### src/hw/rtl/hsp_pkg.sv
// hsp_pkg: shared types and constants for the hmac-sha1 price decryption block
// controller state and register index enums, command and status structs, sha-1 and length constants
// no dependencies
`default_nettype none
package hsp_pkg;

	typedef enum logic [2:0] {
		ST_IDLE,
		ST_LOAD,
		ST_ROUND,
		ST_FINISH,
		ST_OUT
	} state_t;

	typedef enum logic [2:0] {
		REG_ENC_W0,
		REG_ENC_W1,
		REG_ENC_W2,
		REG_ENC_W3,
		REG_INT_W0,
		REG_INT_W1,
		REG_INT_W2,
		REG_INT_W3
	} reg_idx_t;

	typedef struct packed {
		logic       capture;
		logic       load;
		logic       step;
		logic       finish;
		logic       emit;
		logic [2:0] blk;
		logic [1:0] stage;
	} cmd_t;

	typedef struct packed {
		logic out_busy;
	} stat_t;

	localparam logic [2:0] LAST_BLK   = 3'd7;
	localparam logic [6:0] LAST_ROUND = 7'd79;

	localparam logic [31:0] H0_0 = 32'h67452301;
	localparam logic [31:0] H0_1 = 32'hEFCDAB89;
	localparam logic [31:0] H0_2 = 32'h98BADCFE;
	localparam logic [31:0] H0_3 = 32'h10325476;
	localparam logic [31:0] H0_4 = 32'hC3D2E1F0;

	localparam logic [31:0] K_0 = 32'h5A827999;
	localparam logic [31:0] K_1 = 32'h6ED9EBA1;
	localparam logic [31:0] K_2 = 32'h8F1BBCDC;
	localparam logic [31:0] K_3 = 32'hCA62C1D6;

	localparam logic [63:0] LEN_IV   = 64'd640;
	localparam logic [63:0] LEN_DIG  = 64'd672;
	localparam logic [63:0] LEN_MSG  = 64'd704;

endpackage
`default_nettype wire

### src/hw/rtl/hsp_ctrl.sv
// hsp_ctrl: sequencer for the eight sha-1 compressions of one token
// depends on hsp_pkg
`default_nettype none
module hsp_ctrl (
	input  wire logic           clk,
	input  wire logic           arst_n,
	input  wire logic           in_valid,
	output logic                in_ready,
	input  wire hsp_pkg::stat_t stat,
	output hsp_pkg::cmd_t       cmd
);

	hsp_pkg::state_t state_q, state_d;
	logic [2:0] blk_q, blk_d;
	logic [6:0] rnd_q, rnd_d;

	always_ff @(posedge clk or negedge arst_n) begin
		if (!arst_n) begin
			state_q <= hsp_pkg::ST_IDLE;
			blk_q   <= '0;
			rnd_q   <= '0;
		end else begin
			state_q <= state_d;
			blk_q   <= blk_d;
			rnd_q   <= rnd_d;
		end
	end

	always_comb begin
		state_d     = state_q;
		blk_d       = blk_q;
		rnd_d       = rnd_q;
		in_ready    = 1'b0;
		cmd         = '0;
		cmd.blk     = blk_q;
		if (rnd_q < 7'd20)
			cmd.stage = 2'd0;
		else if (rnd_q < 7'd40)
			cmd.stage = 2'd1;
		else if (rnd_q < 7'd60)
			cmd.stage = 2'd2;
		else
			cmd.stage = 2'd3;
		case (state_q)
			hsp_pkg::ST_IDLE: begin
				in_ready = 1'b1;
				if (in_valid) begin
					cmd.capture = 1'b1;
					blk_d       = '0;
					state_d     = hsp_pkg::ST_LOAD;
				end
			end
			hsp_pkg::ST_LOAD: begin
				cmd.load = 1'b1;
				rnd_d    = '0;
				state_d  = hsp_pkg::ST_ROUND;
			end
			hsp_pkg::ST_ROUND: begin
				cmd.step = 1'b1;
				rnd_d    = rnd_q + 7'd1;
				if (rnd_q == hsp_pkg::LAST_ROUND)
					state_d = hsp_pkg::ST_FINISH;
			end
			hsp_pkg::ST_FINISH: begin
				cmd.finish = 1'b1;
				if (blk_q == hsp_pkg::LAST_BLK) begin
					state_d = hsp_pkg::ST_OUT;
				end else begin
					blk_d   = blk_q + 3'd1;
					state_d = hsp_pkg::ST_LOAD;
				end
			end
			hsp_pkg::ST_OUT: begin
				if (!stat.out_busy) begin
					cmd.emit = 1'b1;
					state_d  = hsp_pkg::ST_IDLE;
				end
			end
			default: state_d = hsp_pkg::ST_IDLE;
		endcase
	end

endmodule
`default_nettype wire

### src/hw/rtl/hsp_datapath.sv
// hsp_datapath: key registers, sha-1 round unit, message schedule and result registers
// depends on hsp_pkg
`default_nettype none
module hsp_datapath (
	input  wire logic                 clk,
	input  wire logic                 arst_n,
	input  wire logic                 cfg_we,
	input  wire logic [2:0]           cfg_index,
	input  wire logic [63:0]          cfg_data,
	input  wire logic [63:0]          iv_high,
	input  wire logic [63:0]          iv_low,
	input  wire logic [63:0]          cipher_word,
	input  wire logic [31:0]          tag_bytes,
	input  wire hsp_pkg::cmd_t        cmd,
	output hsp_pkg::stat_t            stat,
	output logic                      out_valid,
	input  wire logic                 out_ready,
	output logic signed [63:0]        plain_value,
	output logic                      tag_ok
);

	logic [63:0] ek_q [4];
	logic [63:0] ik_q [4];
	logic [63:0] ivh_q, ivl_q, ct_q, plain_q;
	logic [31:0] sig_q;
	logic        ok_q;
	logic [159:0] inner_q;
	logic [31:0] h_q [5];
	logic [31:0] a_q, b_q, c_q, d_q, e_q;
	logic [31:0] w_q [16];

	logic [255:0] key;
	logic [511:0] blk;
	logic [31:0]  f, k, t, wn;
	logic [31:0]  hn [5];
	logic         init;

	always_ff @(posedge clk or negedge arst_n) begin
		if (!arst_n) begin
			for (int i = 0; i < 4; i++) begin
				ek_q[i] <= '0;
				ik_q[i] <= '0;
			end
		end else if (cfg_we) begin
			case (cfg_index)
				hsp_pkg::REG_ENC_W0: ek_q[0] <= cfg_data;
				hsp_pkg::REG_ENC_W1: ek_q[1] <= cfg_data;
				hsp_pkg::REG_ENC_W2: ek_q[2] <= cfg_data;
				hsp_pkg::REG_ENC_W3: ek_q[3] <= cfg_data;
				hsp_pkg::REG_INT_W0: ik_q[0] <= cfg_data;
				hsp_pkg::REG_INT_W1: ik_q[1] <= cfg_data;
				hsp_pkg::REG_INT_W2: ik_q[2] <= cfg_data;
				hsp_pkg::REG_INT_W3: ik_q[3] <= cfg_data;
				default: ;
			endcase
		end
	end

	assign init = ~cmd.blk[0];

	always_comb begin
		if (cmd.blk[2])
			key = {ik_q[0], ik_q[1], ik_q[2], ik_q[3]};
		else
			key = {ek_q[0], ek_q[1], ek_q[2], ek_q[3]};
		case (cmd.blk)
			3'd0, 3'd4: blk = {key ^ {32{8'h36}}, {32{8'h36}}};
			3'd2, 3'd6: blk = {key ^ {32{8'h5C}}, {32{8'h5C}}};
			3'd1:       blk = {ivh_q, ivl_q, 8'h80, 312'd0, hsp_pkg::LEN_IV};
			3'd5:       blk = {plain_q, ivh_q, ivl_q, 8'h80, 248'd0, hsp_pkg::LEN_MSG};
			default:    blk = {inner_q, 8'h80, 280'd0, hsp_pkg::LEN_DIG};
		endcase
	end

	always_comb begin
		case (cmd.stage)
			2'd0: begin
				f = (b_q & c_q) | (~b_q & d_q);
				k = hsp_pkg::K_0;
			end
			2'd1: begin
				f = b_q ^ c_q ^ d_q;
				k = hsp_pkg::K_1;
			end
			2'd2: begin
				f = (b_q & c_q) | (b_q & d_q) | (c_q & d_q);
				k = hsp_pkg::K_2;
			end
			default: begin
				f = b_q ^ c_q ^ d_q;
				k = hsp_pkg::K_3;
			end
		endcase
		t  = {a_q[26:0], a_q[31:27]} + f + e_q + k + w_q[0];
		wn = w_q[13] ^ w_q[8] ^ w_q[2] ^ w_q[0];
		wn = {wn[30:0], wn[31]};
		hn[0] = h_q[0] + a_q;
		hn[1] = h_q[1] + b_q;
		hn[2] = h_q[2] + c_q;
		hn[3] = h_q[3] + d_q;
		hn[4] = h_q[4] + e_q;
	end

	always_ff @(posedge clk) begin
		if (cmd.capture) begin
			ivh_q <= iv_high;
			ivl_q <= iv_low;
			ct_q  <= cipher_word;
			sig_q <= tag_bytes;
		end
		if (cmd.load) begin
			for (int j = 0; j < 16; j++)
				w_q[j] <= blk[511 - 32 * j -: 32];
			if (init) begin
				h_q[0] <= hsp_pkg::H0_0;
				h_q[1] <= hsp_pkg::H0_1;
				h_q[2] <= hsp_pkg::H0_2;
				h_q[3] <= hsp_pkg::H0_3;
				h_q[4] <= hsp_pkg::H0_4;
				a_q    <= hsp_pkg::H0_0;
				b_q    <= hsp_pkg::H0_1;
				c_q    <= hsp_pkg::H0_2;
				d_q    <= hsp_pkg::H0_3;
				e_q    <= hsp_pkg::H0_4;
			end else begin
				a_q <= h_q[0];
				b_q <= h_q[1];
				c_q <= h_q[2];
				d_q <= h_q[3];
				e_q <= h_q[4];
			end
		end
		if (cmd.step) begin
			for (int j = 0; j < 15; j++)
				w_q[j] <= w_q[j + 1];
			w_q[15] <= wn;
			a_q <= t;
			b_q <= a_q;
			c_q <= {b_q[1:0], b_q[31:2]};
			d_q <= c_q;
			e_q <= d_q;
		end
		if (cmd.finish) begin
			for (int i = 0; i < 5; i++)
				h_q[i] <= hn[i];
			if (!cmd.blk[1])
				inner_q <= {hn[0], hn[1], hn[2], hn[3], hn[4]};
			if (cmd.blk == 3'd3)
				plain_q <= {hn[0], hn[1]} ^ ct_q;
			if (cmd.blk == hsp_pkg::LAST_BLK)
				ok_q <= (hn[0] == sig_q);
		end
		if (cmd.emit) begin
			plain_value <= plain_q;
			tag_ok      <= ok_q;
		end
	end

	always_ff @(posedge clk or negedge arst_n) begin
		if (!arst_n)
			out_valid <= 1'b0;
		else if (cmd.emit)
			out_valid <= 1'b1;
		else if (out_ready)
			out_valid <= 1'b0;
	end

	assign stat.out_busy = out_valid & ~out_ready;

endmodule
`default_nettype wire

### src/hw/rtl/hmac_sha1_price_decrypt.sv
// hmac_sha1_price_decrypt: top level, hmac-sha1 token decryption and signature check
// depends on hsp_pkg, hsp_ctrl, hsp_datapath
//
// channel  handshake              payload
// input    in_valid / in_ready    iv_high, iv_low, cipher_word, tag_bytes
// output   out_valid / out_ready  plain_value, tag_ok
// config   cfg_we                 cfg_index, cfg_data
//
// one beat takes 8 sha-1 compressions on a single round unit; a new beat is taken
// once the result is handed to the output register. reset clears control and the
// key registers.
// a stalled output holds the finished token in its final state until taken.
`default_nettype none
module hmac_sha1_price_decrypt (
	input  wire logic          clk,
	input  wire logic          arst_n,
	input  wire logic          cfg_we,
	input  wire logic [2:0]    cfg_index,
	input  wire logic [63:0]   cfg_data,
	input  wire logic          in_valid,
	output logic               in_ready,
	input  wire logic [63:0]   iv_high,
	input  wire logic [63:0]   iv_low,
	input  wire logic [63:0]   cipher_word,
	input  wire logic [31:0]   tag_bytes,
	output logic               out_valid,
	input  wire logic          out_ready,
	output logic signed [63:0] plain_value,
	output logic               tag_ok
);

	hsp_pkg::cmd_t  cmd;
	hsp_pkg::stat_t stat;

	hsp_ctrl u_ctrl (
		.clk      (clk),
		.arst_n   (arst_n),
		.in_valid (in_valid),
		.in_ready (in_ready),
		.stat     (stat),
		.cmd      (cmd)
	);

	hsp_datapath u_dp (
		.clk         (clk),
		.arst_n      (arst_n),
		.cfg_we      (cfg_we),
		.cfg_index   (cfg_index),
		.cfg_data    (cfg_data),
		.iv_high     (iv_high),
		.iv_low      (iv_low),
		.cipher_word (cipher_word),
		.tag_bytes   (tag_bytes),
		.cmd         (cmd),
		.stat        (stat),
		.out_valid   (out_valid),
		.out_ready   (out_ready),
		.plain_value (plain_value),
		.tag_ok      (tag_ok)
	);

endmodule
`default_nettype wire

### config.mk
export PLATFORM = sky130hd
export DESIGN_NAME = hmac_sha1_price_decrypt
export DESIGN_NICKNAME = d
export VERILOG_FILES = /design/src/hw/rtl/hsp_pkg.sv /design/src/hw/rtl/hsp_ctrl.sv /design/src/hw/rtl/hsp_datapath.sv /design/src/hw/rtl/hmac_sha1_price_decrypt.sv
export SDC_FILE = /design/constraint.sdc
export NUM_CORES = 2
export LEC_CHECK = 0
export BUFFER_PORTS_ARGS = -buffer_cell sky130_fd_sc_hd__buf_2
export CAP_MARGIN = 25
export CORE_MARGIN = 2
export CORE_UTILIZATION = 50
export CTS_CLUSTER_SIZE = 12
export DETAILED_ROUTE_END_ITERATION = 12
export PLACE_DENSITY_LB_ADDON = 0.1
export SLEW_MARGIN = 20
export SYNTH_ARGS = -nofsm -noshare
export SYNTH_HDL_FRONTEND = slang
export SYNTH_HIERARCHICAL = 1
export SYNTH_SLANG_ARGS = --single-unit
export TNS_END_PERCENT = 30
### constraint.sdc
create_clock -name clk -period 10.8 [get_ports clk]
set_input_delay 0.54 -clock clk [delete_from_list [all_inputs] [get_ports clk]]
set_output_delay 0.54 -clock clk [all_outputs]
set_load 0.01 [all_outputs]
==> parameters.txt <==
Parameter                              Value

CTS
  Buffer type at the clock tree root    clkbuf_16
  Clock-pin slew on the worst setup and hold paths    0.06 ns
  Max clock buf depth    3
  Clock Latency Late Sink    0.87 ns
  Post-cts sizing count    0
  Number of buffers inserted for hold repair after clock tree synthesis    223
  H-tree levels    4
  TritonCTS Sinks    1,872
  Setup bufs post-CTS    0
  Clock buffer count from CTS    197
  CTS tree    done

Route
  Via density per instance    6.08
  Count of vias placed by the detailed router    62,978
  Residual antenna-violating net count after detailed routing    0
  Wire length per cell after detailed routing    32.0 um
  Remaining DRCs    0
  Sum of routed wire length over all layers    332 mm
  Detailed-routing iteration count for the pre-antenna-repair pass    5
  Detailed Route Iter0 Violations    8,168

Critical path
  Crit path DAT    8.78 ns
  Critical Setup Path Class    flop to flop
  Cell mode on critical path    inv_1
  Largest fanout on the critical path    33
  Cell depth of the worst flop-to-flop path    27
  Number of stages on the worst setup path    27
  Type of destination of the critical path    flop
  Crit path max-delay family    compound AO/OA/AOI/OAI gates
  Critical path buffers and inverters    5
  CP Launch Type    flop
  Slowest cell on the critical path    a221oi_1
  Data required, critical path    11.34 ns
  Maximum cell stage delay along the critical path    0.67 ns

Place
  Detailed placer's ending HPWL    241 mm
  Post-placement cell area    95,500 sq um
  Worst setup slack before clock tree synthesis    2.65 ns
  GPL Wtd Cong    0.968
  Port Buffer Count    362

Synthesis
  Mean Syn Cell Area    12.6 sq um
  Ys async rst share    0.281
  Leading cell types by total area after synthesis    edfxtp_1, dfrtp_1, mux2_2
  Sequential area share after synthesis    0.590
  Number of enable flip-flop cells after synthesis    1,346
  Top_reg_cell synth    edfxtp_1
  Number of nets in the synthesized netlist    7,849
  Mapped Area    90,800 sq um
  Warnings from Yosys    6
  Area leader, netlist    edfxtp_1
  Cell count after synthesis    7,230
  Library cells used by synthesis    99
  Fraction of synthesized cell area taken by the top area cell type    0.445
  Total of flip-flops plus latches after synthesis    1,872

Floorplanning
  DIE HEIGHT    430 um
  Number of standard-cell rows in the floorplan    156
  Width of the chip    430 um
  Initial standard-cell utilization of the core    0.503
  Area of the core    181,000 sq um
  Floorplan die area    185,000 sq um
  Ports    363

Timing
  Crit share post-route    0.763
  Setup repair after global routing missed its margin    false
  Final setup TNS    0 ns
  Fin worst setup slack    2.56 ns
  Final Max Tran Viols    0
  Slew at the pin with the worst max-slew slack    1.41 ns
  Setup-violating endpoint count in the final report    0
  Final-report hold violation count    0
  Maximum frequency from static timing analysis    121 MHz
  Relative max-transition margin    0.0503
  Post-layout minimum cycle time    8.24 ns
  Final worst clock skew    0.0602 ns
  Worst hold slack    0.0636 ns

Global route
  Grt total ovfl    0
  Number of antenna violations at the first check in global routing    73
  Largest net degree at the start of global routing    181
  Number of global-route vias before repair    60,180
  GRT Overall Usage    0.354
  Global-route wire length before repair    460 mm

Cells and area
  Ratio of cells with drive above 1 in the final layout    0.174
  Area growth from synthesis to layout    14.6%
  Net count, final    8,389
  Design area    104,000 sq um

Power and ir drop
  Tot Pwr    0.0361 W
  Static leakage    40.5 nW
  Peak supply drop    363 uV
  Cell area power density    347 nW/um^2

Outcome
  Outcome    complete, no violations

Run
  Number of maximum-capacitance violations    0

Worst hold path
  Hold/Removal Path Class    primary input to flop
  WHS Path Cells    2
## through the flow
stage,cells,utilization
2_1_floorplan,7230,-
3_3_place_gp,9706,0.528
3_5_place_dp,9713,0.529
4_1_cts,10301,0.575
5_1_grt,10331,0.576
6_report,10350,0.576
## power by group
| part | leakage (nW) | switching, W | internal, W |
|---|---|---|---|
| sequential | 19.0 | 0.00136 | 0.0108 |
| combinational | 18.4 | 0.0101 | 0.00723 |
| clock | 3.03 | 0.00291 | 0.00372 |
## placed cells by master (no fill, tap or decap), types with 223 or more instances in the layout
cell           count
nand2_1          661
xnor2_1          242
buf_2            361
mux2_2           529
dlygate4sd3_1    223
nor2_1           250
dfrtp_1          523
edfxtp_1        1346
inv_1            404
a21oi_1          398
o21ai_0          480
mux2i_1          308
xor2_1           228
## cell usage after synthesis, drive strengths merged, types with 61 or more instances
cell and count:
a211oi 73, a21o 177, a21oi 401, and2 102
buf 61, clkbuf 321, dfrtp 526, edfxtp 1346
fa 125, ha 198, inv 407, mux2 530
mux2i 308, nand2 667, nand2b 91, nor2 255
nor2b 86, o211ai 61, o21ai 496, xnor2 250
xor2 228
## sequential cells by signal (all words and copies together) (netlist names), 64 cells and up
register / cells
u_dp/ct_q: 64
u_dp/ivl_q: 64
u_dp/plain_q: 64
u_dp/w_q: 512
u_dp/ivh_q: 64
u_dp/ek_q: 256
u_dp/ik_q: 256
u_dp/h_q: 160
u_dp/plain_value: 64
u_dp/inner_q: 160
## final timing paths
kind | start | end | slack [ns]
max | u_ctrl/rnd_q[5] | u_dp/a_q[28] | 2.56
min | cfg_data[5] | u_dp/ik_q[69] | 0.06
max reg2reg | u_ctrl/rnd_q[5] | u_dp/a_q[28] | 2.56
min reg2reg | u_dp/plain_q[2] | u_dp/plain_value[2] | 0.43
max in group asynchronous | arst_n | u_dp/ek_q[140] | 8.20
min in group asynchronous | arst_n | u_dp/ek_q[92] | 0.33
## area by class of cell
class / instances / area, sq um
fill: 14918 / 76500
sequential: 1872 / 53600
multi-input combinational: 4569 / 34400
clock buffer: 302 / 5640
timing repair buffer: 723 / 5210
tap: 2370 / 2970
inverter: 407 / 1540
clock inverter: 63 / 553
antenna: 44 / 110
## worst reg2reg max path, delay by kind of cell, from the launching register on
kind | cells | cell delay, ns
buf+inv | 5 | 1.22
fa+ha+maj | 6 | 2.31
xor+xnor | 1 | 0.18
simple gates | 4 | 0.65
flops | 1 | 0.44
compound gates | 11 | 3.13
## logic make-up after synthesis
group / count (synthesis) / share of synthesized area
buffers and inverters: 789 / 0.0328
DFF: 1872 / 0.590
AOI/OAI and AO/OA: 1540 / 0.106
xor gates and xnor gates: 479 / 0.0468
adders and majority gates: 324 / 0.0549
and+or+nand+nor: 1388 / 0.0699
muxes: 838 / 0.0997
## layer usage
metal | track usage | up-vias | wire length (um)
met5 | 0 | - | 135
met2 | 0.523 | 3156 | 146000
met3 | 0.0714 | 591 | 30400
li1 | - | 27117 | -
met1 | 0.490 | 32098 | 134000
met4 | 0.199 | 16 | 21600
No activity file was read; power rests on OpenSTA's default activity.
